### src/hw/rtl/bse_pkg.sv
// ----------------------------------------------------------------------------
// Burning Ship escape-time package
// Shared word types, queue entry type and sizing constants.
// ----------------------------------------------------------------------------
package bse_pkg;

  localparam int FRAC_BITS     = 26;
  localparam int COUNT_W       = 12;
  localparam int PIXEL_W       = 10;
  localparam int POINT_W       = 32;
  localparam int Z_W           = 33;
  localparam int MAG_W         = 27;
  localparam int PROD_W        = 2 * MAG_W;
  localparam int QUEUE_DEPTH   = 2;
  localparam int QPTR_W        = (QUEUE_DEPTH > 1) ? $clog2(QUEUE_DEPTH) : 1;
  localparam int QCNT_W        = $clog2(QUEUE_DEPTH + 1);
  localparam logic [COUNT_W-1:0] MAX_ITER_RESET = COUNT_W'(30);

  typedef struct packed {
    logic signed [POINT_W-1:0] point_real;
    logic signed [POINT_W-1:0] point_imag;
    logic [PIXEL_W-1:0]        pixel_col;
    logic [PIXEL_W-1:0]        pixel_row;
  } in_word_t;

  typedef struct packed {
    logic [COUNT_W-1:0] iteration_count;
    logic               inside_set;
    logic [PIXEL_W-1:0] out_col;
    logic [PIXEL_W-1:0] out_row;
  } out_word_t;

  typedef struct packed {
    in_word_t word;
    logic     zero_limit;
  } queue_entry_t;

  typedef struct packed {
    logic         valid;
    queue_entry_t entry;
  } queue_head_t;

endpackage

### src/hw/rtl/bse_front.sv
// ----------------------------------------------------------------------------
// Burning Ship front end
// Accepts input words, marks those that need no iteration, and holds them
// in a short queue until the iteration engine takes them.
// ----------------------------------------------------------------------------
module bse_front import bse_pkg::*; (
  input  logic               clk,
  input  logic               rst_n,
  input  logic               start,
  output logic               busy,
  input  in_word_t           in_data,
  input  logic [COUNT_W-1:0] max_iterations,
  output queue_head_t        head,
  input  logic               pop
);

  queue_entry_t            mem_r [QUEUE_DEPTH];
  logic [QPTR_W-1:0]       wr_ptr_r, wr_ptr_nxt;
  logic [QPTR_W-1:0]       rd_ptr_r, rd_ptr_nxt;
  logic [QCNT_W-1:0]       count_r, count_nxt;
  logic                    push;
  logic                    do_pop;

  assign busy   = (count_r == QCNT_W'(QUEUE_DEPTH));
  assign push   = start && !busy;
  assign do_pop = pop && (count_r != '0);

  assign head.valid = (count_r != '0);
  assign head.entry = mem_r[rd_ptr_r];

  always_comb begin
    wr_ptr_nxt = wr_ptr_r;
    rd_ptr_nxt = rd_ptr_r;
    count_nxt  = count_r;
    if (push) begin
      wr_ptr_nxt = (wr_ptr_r == QPTR_W'(QUEUE_DEPTH - 1)) ? '0 : wr_ptr_r + 1'b1;
    end
    if (do_pop) begin
      rd_ptr_nxt = (rd_ptr_r == QPTR_W'(QUEUE_DEPTH - 1)) ? '0 : rd_ptr_r + 1'b1;
    end
    if (push && !do_pop) begin
      count_nxt = count_r + 1'b1;
    end else if (do_pop && !push) begin
      count_nxt = count_r - 1'b1;
    end
  end

  always_ff @(posedge clk) begin
    if (!rst_n) begin
      wr_ptr_r <= '0;
      rd_ptr_r <= '0;
      count_r  <= '0;
    end else begin
      wr_ptr_r <= wr_ptr_nxt;
      rd_ptr_r <= rd_ptr_nxt;
      count_r  <= count_nxt;
    end
  end

  always_ff @(posedge clk) begin
    if (push) begin
      mem_r[wr_ptr_r].word       <= in_data;
      mem_r[wr_ptr_r].zero_limit <= (max_iterations == '0);
    end
  end

endmodule

### config.mk
export PLATFORM = sky130hd
export DESIGN_NAME = bse_front
export DESIGN_NICKNAME = d
export VERILOG_FILES = /design/src/hw/rtl/bse_pkg.sv /design/src/hw/rtl/bse_front.sv
export SDC_FILE = /design/constraint.sdc
export NUM_CORES = 1
export LEC_CHECK = 0
export ABC_AREA = 1
export BUFFER_PORTS_ARGS = -buffer_cell sky130_fd_sc_hd__buf_2
export CAP_MARGIN = 20
export CORE_MARGIN = 8
export CORE_UTILIZATION = 35
export DETAILED_ROUTE_END_ITERATION = 8
export GPL_ROUTABILITY_DRIVEN = 0
export HOLD_SLACK_MARGIN = 0.05
export SLEW_MARGIN = 40
export SYNTH_ARGS = -nofsm -noshare
export SYNTH_HDL_FRONTEND = slang
export SYNTH_SLANG_ARGS = --single-unit
### constraint.sdc
create_clock -name clk -period 6.6 [get_ports clk]
set_clock_uncertainty 0.1 [all_clocks]
set_input_delay 0.33 -clock clk [delete_from_list [all_inputs] [get_ports clk]]
set_output_delay 0.33 -clock clk [all_outputs]
set_load 0.03 [all_outputs]
==> flow_metrics.py <==
metrics = {
    "finish": {
        "n_fill_cell": 1515,
        "nets": 694,
        "drive_gt1_share_pct": 42.57,
        "area_growth_pct": 40.82,
        "num_antenna_cells": 0,
    },
    "sta": {
        "relSlewSlack_pct": 44.92,
        "maxSlewViolCount": 0,
        "rsz0062_at_grt": "false",
        "post-route-min-period_ps": 2844,
        "worstMarginPinSlew_ps": 817.5,
        "timing.setup.tns_ps": 0,
        "fmax_mhz": 351.6,
        "setup_viol": 0,
        "finalCritPeriodShare_pct": 43.09,
        "hold_viol_final": 0,
    },
    "clock_network": {
        "post-cts-setup-buffers": 0,
        "tritoncts.num_buffers": 17,
        "cts_tree": "built",
        "clock_latency_ps": 410,
        "clk_pin_slew_ps": 70,
        "htreeDepth": 4,
        "clk_path_buf_depth": 2,
        "root_buffer": "clkbuf_16",
        "cts_num_sinks": 175,
    },
    "critical_path": {
        "cp.arrival_ps": 2410,
        "critPathKind": "reg2out",
        "cp-start-kind": "flip-flop",
        "path_buf_inv": 2,
        "required_ps": 6170,
        "critPathCaptureType": "primary output",
        "crit_path_cell_trace": "buf_4 -> mux2_1 -> buf_2",
        "cp_top_family": "buffers and inverters",
        "rrSetupSlack_ps": 4440,
        "cp_max_fo": 43,
        "slowest_delay_ps": 750,
        "crit_slowest_cell": "dfxtp_4",
    },
    "routing": {
        "first_pass_iters": 4,
        "drc": 0,
        "post_drt_wl_per_cell_um": 17.11,
        "drt_iter0_drc": 174,
        "num_vias": 3711,
        "ant_nets": 0,
        "wirelength_mm": 14.29,
        "viasPerCell": 4.444,
    },
    "logic_synthesis": {
        "synth_area_mm2": 0.006419,
        "postSynthAreaPerCell_um2": 20.71,
        "syn_nets": 411,
        "synth_cell_type_count": 16,
        "synth_fa_ha_area_share_pct": 0.1949,
        "synth-simple-area-share_pct": 1.676,
        "ys_seq_elements": 175,
        "yosys-mux-area-fraction_pct": 14.91,
        "synth_top_family_by_area": "multiplexers",
        "synth_xor_area_share_pct": 0,
        "yosysSeqAreaShare_pct": 81.09,
        "ys_warn_count": 0,
        "syn-instance-count": 310,
        "synth-compound-area-share_pct": 0.4288,
    },
    "die": {
        "rows": 49,
        "start_util_pct": 35.73,
        "die-area_mm2": 0.02293,
        "ios": 187,
        "fp.dieH_um": 151.4,
        "fp.coreArea_mm2": 0.01796,
        "dieWidth_um": 151.4,
    },
    "power_and_ir_drop": {
        "powerDensity_mw_per_mm2": 371.4,
        "p_total_mw": 3.357,
        "ir_drop_uv": 280.0,
        "cellLeakagePower_nw": 3.434,
    },
    "run_status": {
        "status": "completed",
    },
    "global_route": {
        "grt_pass1_wl_mm": 21.61,
        "overflow": 0,
        "grt.total_usage_pct": 12.49,
        "grt_pass1_vias": 4197,
        "grt_max_degree": 86,
        "antenna_found_initial": 0,
    },
    "job": {
        "cap_violations": 0,
    },
    "placement": {
        "portBuffers": 186,
        "dpl.hpwl_mm": 9.217,
    },
    "min_path": {
        "hold_class": "in2reg",
    },
}
[worst register-to-register path, stage by stage (launching register included)]
cell and delay (ps):
dfxtp_1 360, inv_1 80, o21ai_0 650, nor2_4 30, clkbuf_8 350
[Yosys cell counts]
cell	n	area share (%)
a21oi_1	1	0.078
buf_2	3	0.23
buf_4	1	0.12
buf_6	5	0.88
dfxtp_1	5	1.6
edfxtp_1	170	80
ha_1	1	0.19
inv_1	8	0.47
mux2_1	50	8.8
mux2_2	35	6.1
nand2_1	8	0.47
nand3_1	1	0.078
nand4_1	2	0.19
nor2_1	16	0.94
o21a_1	1	0.12
o21ai_0	3	0.23
[through the flow]
step | area, um^2 | setup slack (ps) | utilization, % | instances | hold WS, ps
final | 9039 | 3756 | 50.32 | 835 | 106.1
after global placement | 7599 | 4151 | 42.30 | 719 | 373.2
after CTS | 9034 | 3664 | 50.29 | 835 | 78.28
after detailed placement | 7606 | 4128 | 42.34 | 719 | 393.1
after floorplan | 6419 | 1878 | - | 310 | 328.9
after global routing | 9039 | 3582 | 50.32 | 835 | 88.92
[final cells by class]
class / instances / area (um^2) / area share, %
inverter: 8 / 30.03 / 0.3322
multi-input combinational: 118 / 1120 / 12.39
clock buffer: 18 / 429.2 / 4.748
clock inverter: 14 / 157.7 / 1.744
timing repair buffer: 273 / 1807 / 19.99
sequential: 175 / 5209 / 57.63
tap: 229 / 286.5 / 3.170
[final timing paths]
path	from	endpoint	cells after the start
min	rst_n	count_r[1]	3
min reg2reg	rd_ptr_r	flip-flop	2
max	flip-flop	head[47]	3
max reg2reg	count_r[1]	mem_r[1][15]	4
[state kept, by name, indices dropped and copies added (netlist names), named ones only]
register  count
mem_r       170
wr_ptr_r      1
count_r       2
rd_ptr_r      1
[timing repair]
action                    CTS  global route
hold endpoints to repair  168             0
gates resized for setup     0             0
hold buffers               84             0
[cell families (layout without fill, tap and decap cells)]
kind of cell / after synthesis / after routing
compound gates: 5 / 5
simple gates: 27 / 27
flops: 175 / 175
fa+ha+maj: 1 / 1
buf+inv: 17 / 313
mux: 85 / 85
[metal layers]
metal / vias up / routed length (um) / track usage (%) / share of wire, %
li1: 1772 / - / - / -
met1: 1793 / 5795 / 13.65 / 41
met2: 140 / 7247 / 22.18 / 51
met3: 6 / 1170 / 4.601 / 8.2
met4: 0 / 75 / 3.711 / 0.52
met5: - / 0 / 0 / 0
[cells in the final DEF, fill, tap and decap left out, types with 3 or more instances in the layout]
cell	n
inv_1	8
mux2_2	35
clkinvlp_4	4
clkinv_4	3
o21ai_0	3
dfxtp_1	4
nand2_1	8
buf_2	186
mux2_1	50
clkbuf_16	17
edfxtp_1	170
nor2_1	14
dlygate4sd3_1	84
[power by group]
part	internal, mW	switching [mW]
Combinational	0.304	0.600
Sequential	1.41	0.0658
Clock	0.564	0.416
No activity file was read; power rests on OpenSTA's default activity.
