--- src/hw/rtl/bse_pkg.sv ---
// ----------------------------------------------------------------------------
// Burning Ship escape-time package
// Shared word types, queue entry type and sizing constants.
// ----------------------------------------------------------------------------
package bse_pkg;

  localparam int FRAC_BITS     = 26;
  localparam int COUNT_W       = 12;
  localparam int PIXEL_W       = 10;
  localparam int POINT_W       = 32;
  localparam int Z_W           = 33;
  localparam int MAG_W         = 27;
  localparam int PROD_W        = 2 * MAG_W;
  localparam int QUEUE_DEPTH   = 2;
  localparam int QPTR_W        = (QUEUE_DEPTH > 1) ? $clog2(QUEUE_DEPTH) : 1;
  localparam int QCNT_W        = $clog2(QUEUE_DEPTH + 1);
  localparam logic [COUNT_W-1:0] MAX_ITER_RESET = COUNT_W'(30);

  typedef struct packed {
    logic signed [POINT_W-1:0] point_real;
    logic signed [POINT_W-1:0] point_imag;
    logic [PIXEL_W-1:0]        pixel_col;
    logic [PIXEL_W-1:0]        pixel_row;
  } in_word_t;

  typedef struct packed {
    logic [COUNT_W-1:0] iteration_count;
    logic               inside_set;
    logic [PIXEL_W-1:0] out_col;
    logic [PIXEL_W-1:0] out_row;
  } out_word_t;

  typedef struct packed {
    in_word_t word;
    logic     zero_limit;
  } queue_entry_t;

  typedef struct packed {
    logic         valid;
    queue_entry_t entry;
  } queue_head_t;

endpackage

--- src/hw/rtl/bse_engine.sv ---
// ----------------------------------------------------------------------------
// Burning Ship iteration engine
// Runs the escape-time iteration for one point at a time; each iteration
// forms magnitudes and products first, then does the escape test and update.
// ----------------------------------------------------------------------------
module bse_engine import bse_pkg::*; (
  input  logic               clk,
  input  logic               rst_n,
  input  queue_head_t        head,
  output logic               pop,
  input  logic [COUNT_W-1:0] max_iterations,
  output logic               out_valid,
  output out_word_t          out_data
);

  typedef enum logic [1:0] {
    S_IDLE,
    S_MUL,
    S_ADD
  } state_t;

  state_t                     state_r;
  logic signed [Z_W-1:0]      x_r, y_r;
  logic signed [POINT_W-1:0]  c_re_r, c_im_r;
  logic [PIXEL_W-1:0]         col_r, row_r;
  logic [COUNT_W-1:0]         count_r;
  logic [PROD_W-1:0]          xsq_r, ysq_r, xy_r;
  logic                       big_r;
  logic                       out_valid_r;
  out_word_t                  out_data_r;

  logic [Z_W-1:0]             ax, ay;
  logic                       big;
  logic [PROD_W:0]            mag_sum;
  logic                       escaped;
  logic signed [Z_W-1:0]      x_new, y_new;
  logic [COUNT_W-1:0]         count_inc;

  always_comb begin
    ax  = x_r[Z_W-1] ? Z_W'(-x_r) : Z_W'(x_r);
    ay  = y_r[Z_W-1] ? Z_W'(-y_r) : Z_W'(y_r);
    big = (|ax[Z_W-1:MAG_W]) || (|ay[Z_W-1:MAG_W]);
  end

  always_comb begin
    mag_sum   = {1'b0, xsq_r} + {1'b0, ysq_r};
    escaped   = big_r || mag_sum[PROD_W];
    x_new     = $signed({{(Z_W-(PROD_W-FRAC_BITS)){1'b0}}, xsq_r[PROD_W-1:FRAC_BITS]})
              - $signed({{(Z_W-(PROD_W-FRAC_BITS)){1'b0}}, ysq_r[PROD_W-1:FRAC_BITS]})
              + $signed({{(Z_W-POINT_W){c_re_r[POINT_W-1]}}, c_re_r});
    y_new     = $signed({{(Z_W-(PROD_W-FRAC_BITS+1)){1'b0}}, xy_r[PROD_W-1:FRAC_BITS-1]})
              + $signed({{(Z_W-POINT_W){c_im_r[POINT_W-1]}}, c_im_r});
    count_inc = count_r + 1'b1;
  end

  assign pop       = (state_r == S_IDLE) && head.valid;
  assign out_valid = out_valid_r;
  assign out_data  = out_data_r;

  always_ff @(posedge clk) begin
    if (!rst_n) begin
      state_r     <= S_IDLE;
      out_valid_r <= 1'b0;
    end else begin
      out_valid_r <= 1'b0;
      unique case (state_r)
        S_IDLE: begin
          if (head.valid) begin
            x_r     <= '0;
            y_r     <= '0;
            count_r <= '0;
            c_re_r  <= head.entry.word.point_real;
            c_im_r  <= head.entry.word.point_imag;
            col_r   <= head.entry.word.pixel_col;
            row_r   <= head.entry.word.pixel_row;
            if (head.entry.zero_limit) begin
              out_valid_r                <= 1'b1;
              out_data_r.iteration_count <= '0;
              out_data_r.inside_set      <= 1'b1;
              out_data_r.out_col         <= head.entry.word.pixel_col;
              out_data_r.out_row         <= head.entry.word.pixel_row;
            end else begin
              state_r <= S_MUL;
            end
          end
        end
        S_MUL: begin
          big_r   <= big;
          xsq_r   <= ax[MAG_W-1:0] * ax[MAG_W-1:0];
          ysq_r   <= ay[MAG_W-1:0] * ay[MAG_W-1:0];
          xy_r    <= ax[MAG_W-1:0] * ay[MAG_W-1:0];
          state_r <= S_ADD;
        end
        S_ADD: begin
          if (escaped) begin
            out_valid_r                <= 1'b1;
            out_data_r.iteration_count <= count_r;
            out_data_r.inside_set      <= (count_r == max_iterations);
            out_data_r.out_col         <= col_r;
            out_data_r.out_row         <= row_r;
            state_r                    <= S_IDLE;
          end else begin
            x_r     <= x_new;
            y_r     <= y_new;
            count_r <= count_inc;
            if (count_inc == max_iterations) begin
              out_valid_r                <= 1'b1;
              out_data_r.iteration_count <= count_inc;
              out_data_r.inside_set      <= 1'b1;
              out_data_r.out_col         <= col_r;
              out_data_r.out_row         <= row_r;
              state_r                    <= S_IDLE;
            end else begin
              state_r <= S_MUL;
            end
          end
        end
        default: begin
          state_r <= S_IDLE;
        end
      endcase
    end
  end

endmodule

--- config.mk ---
export PLATFORM = sky130hd
export DESIGN_NAME = bse_engine
export DESIGN_NICKNAME = d
export VERILOG_FILES = /design/src/hw/rtl/bse_pkg.sv /design/src/hw/rtl/bse_engine.sv
export SDC_FILE = /design/constraint.sdc
export NUM_CORES = 2
export LEC_CHECK = 0
export BUFFER_PORTS_ARGS = -buffer_cell sky130_fd_sc_hd__buf_2
export CAP_MARGIN = 20
export CORE_UTILIZATION = 46
export DETAILED_ROUTE_END_ITERATION = 6
export GPL_TIMING_DRIVEN = 0
export RECOVER_POWER = 50
export REMOVE_ABC_BUFFERS = 1
export SLEW_MARGIN = 20
export SYNTH_ARGS = -nofsm -noshare
export SYNTH_HDL_FRONTEND = slang
export SYNTH_SLANG_ARGS = --single-unit
--- constraint.sdc ---
create_clock -name clk -period 10.31 [get_ports clk]
set_clock_uncertainty 0.1 [all_clocks]
set_input_delay 2.062 -clock clk [delete_from_list [all_inputs] [get_ports clk]]
set_output_delay 2.062 -clock clk [all_outputs]
set_load 0.05 [all_outputs]
==> summary.txt <==
Floorplan
  – Core area: 0.172 sq mm
  – Die W: 419 um
  – Die height: 419 um
  – Die Area: 0.176 sq mm
  – # rows: 152
  – Initial Util: 0.465
  – Top Ports: 135

Logic synthesis
  – Synth Cell Area: 0.0801 sq mm
  – YS warnings: 0
  – Register bit total from synthesis: 332
  – Ys async rst share: 0
  – Sequential share of the synthesized area: 0.124
  – Yosys cell types: 80
  – Post-synth EDFFs: 329
  – Avg Inst Size Synth: 9.24 sq um
  – Cells after synthesis: 8664
  – Top FF cell, synth: edfxtp_1

Critical path
  – Crit path launch type: flop
  – Worst reg2reg path depth: 37
  – Setup Crit Path Kind: reg -> reg
  – Crit path required time: 10.61 ns
  – CP max stage cell: fa_1
  – Most frequent cell on the critical path: fa_1
  – Reg-to-reg slack, setup: 0.27 ns
  – CP max stage delay: 0.54 ns
  – Worst Path Buf+Inv: 11
  – Data arrival time of the worst path: 10.34 ns
  – Reg-to-reg endpoint: ysq_r[47]$_DFFE_PP_
  – CP Capture Type: flop
  – Crit Path Max Fanout: 18
  – Largest delay contributor family on the critical path: adder cells
  – Critical R2R Launch: y_r[0]$_SDFFCE_PN0P_

Drt
  – Initial DRC count: 4489
  – Remaining routing DRC violations: 0
  – Wire length per cell: 20.6 um
  – DR vias: 58700
  – Via density: 5.29
  – Final Routed Wirelength: 229000 um
  – First-pass iteration count of the detailed router: 5
  – Post-route ant nets: 0

Flow run
  – Max-cap viol count: 8

Layout
  – Multi-input gate area: 0.0613 sq mm
  – Layout cells sized above 1: 0.0689
  – Storage cell area: 0.00994 sq mm
  – Area Overhead vs Synth: 10.9%
  – Filler cell count: 15900
  – Post-Layout Cell Count: 11100
  – Most frequent cells in the layout: inv_1 (2301), fa_1 (1730), nand2_1 (1036)
  – Leading cell type in the layout, fill and taps excluded: inv_1
  – Final net count: 11300

Clocking
  – Root Driver: clkbuf_16
  – Clk Latency, worst-skew pair: 0.67 ns
  – H-tree levels: 2
  – Max Buffers Root-to-Sink: 3
  – # hold bufs at CTS: 0
  – CTS tree: done
  – Num CTS Buffers: 44
  – Clk slew on worst S/H paths: 0.07 ns
  – CTS sink cnt: 332

GRT
  – Number of global-route vias before repair: 62500
  – Initial antenna violation count: 6
  – Gr usage total: 0.270
  – Largest net degree at the start of global routing: 57
  – GR Overflow Total: 0
  – First-pass GRT wire length: 359000 um

Timing
  – RSZ-0062 raised after global routing: yes
  – Maximum clock frequency: 99.6 MHz
  – Post-route minimum period: 10.04 ns
  – Worst rel slew slack: -1.14
  – Pins Over Slew Limit: 237
  – Fin Hold WS: 0.395 ns
  – Setup_tns: 0 ns
  – Tcrit/Tclk final: 0.974
  – Final hold vios: 0
  – Least-Margin Pin Slew: 3.20 ns
  – Final setup violation count: 0

Status
  – Outcome: complete, but fails checks
  – Failing checks: max-capacitance violations, max-slew violations

Place
  – Number of buffers added on ports: 134
  – GPL Wtd Cong: 0.905
  – Dpl cells: 11000
  – DP HPWL: 188000 um

Hold path
  – Hold Startpoint: row_r[9]$_DFFE_PP_
  – Min-Delay Path Depth: 2
  – HP Class: reg -> reg
  – Hold Path Sink: out_data[9]$_DFFE_PP_
state kept, by name, summed over array words and instances (netlist names):
register   count
col_r         10
c_re_r        32
y_r           33
x_r           33
state_r        2
count_r       12
row_r         10
out_valid      1
xy_r          29
xsq_r         52
ysq_r         52
c_im_r        32
out_data      33
big_r          1
through the flow:
stage / util / instance area, sq um / setup WS [ns]
final: 0.515 / 88800 / 0.270
after global routing: 0.515 / 88800 / -0.0432
after CTS: 0.512 / 88300 / 0.00324
after detailed placement: 0.501 / 86300 / -1.79
after global placement: 0.478 / 82400 / -9.41
after floorplan: - / 78800 / -0.828
worst min-delay path, delay by kind of cell, from the launching register on:
kind / cells / cell delay, ns
flip-flops: 1 / 0.32
AND/OR/NAND/NOR: 2 / 0.08
synthesized netlist by cell type (all sizes together) (20+ instances only):
library cell	instances	area, sq um
or3	20	130
nand4	40	250
nor2	777	2920
inv	2338	8780
and2	21	131
o21ai	137	686
buf	35	158
nor2b	34	213
clkbuf	297	1110
a21oi	225	1130
fa	1730	34600
o31ai	23	178
ha	721	9020
nand3	46	230
xnor2	197	1770
a31oi	25	156
nand2b	38	238
a21o	137	1030
o21a	35	263
a211oi	22	165
o21bai	37	278
xor2	115	1010
nand2	1040	3910
edfxtp	329	9880
nor3	54	270
logic make-up after synthesis:
| logic type | synth area share |
|---|---|
| buffers and inverters | 0.126 |
| adders and majority gates | 0.545 |
| and+or+nand+nor | 0.110 |
| AOI/OAI and AO/OA | 0.0592 |
| DFF | 0.124 |
| xor gates and xnor gates | 0.0347 |
| muxes | 0.000781 |
worst max-delay path by stage:
stage	startpoint	end	slack, ns	cells after the start
after floorplan	y_r[0]$_SDFFCE_PN0P_	ysq_r[47]$_DFFE_PP_	-0.83	34
after global placement	x_r[0]$_SDFFCE_PN0P_	xsq_r[44]$_DFFE_PP_	-9.41	30
after detailed placement	y_r[0]$_SDFFCE_PN0P_	ysq_r[45]$_DFFE_PP_	-1.79	37
after CTS	y_r[5]$_SDFFCE_PN0P_	ysq_r[53]$_DFFE_PP_	0.003	31
after global routing	y_r[0]$_SDFFCE_PN0P_	ysq_r[47]$_DFFE_PP_	-0.04	37
final	y_r[0]$_SDFFCE_PN0P_	ysq_r[47]$_DFFE_PP_	0.27	37
layout make-up:
type,count,share of cell area
diodes,4,0.000113
clock buffers,48,0.0126
clock inverters,32,0.00433
inverters,2350,0.101
multi-input cells,5650,0.690
flip-flops and latches,332,0.112
well taps,2310,0.0326
repair buffers,370,0.0468
repair inverters,1,0.000127
routing by layer:
| layer | GRT usage | routed length, um | up-vias |
|---|---|---|---|
| met4 | 0.103 | 10800 | 6 |
| li1 | - | - | 26000 |
| met1 | 0.361 | 91400 | 30100 |
| met2 | 0.438 | 107000 | 2283 |
| met5 | 0 | 38 | - |
| met3 | 0.0494 | 20200 | 397 |
timing repair:
| item | CTS | global route |
|---|---|---|
| gates cloned | 0 | 1 |
| resized for setup | 61 | 86 |
| setup endpoints to repair | 79 | 51 |
| buffers inserted | 23 | 29 |
| pin swaps | 8 | 21 |
Power is not shown: default switching activity piles up to over one toggle a cycle in this logic, so the estimate is an artifact.
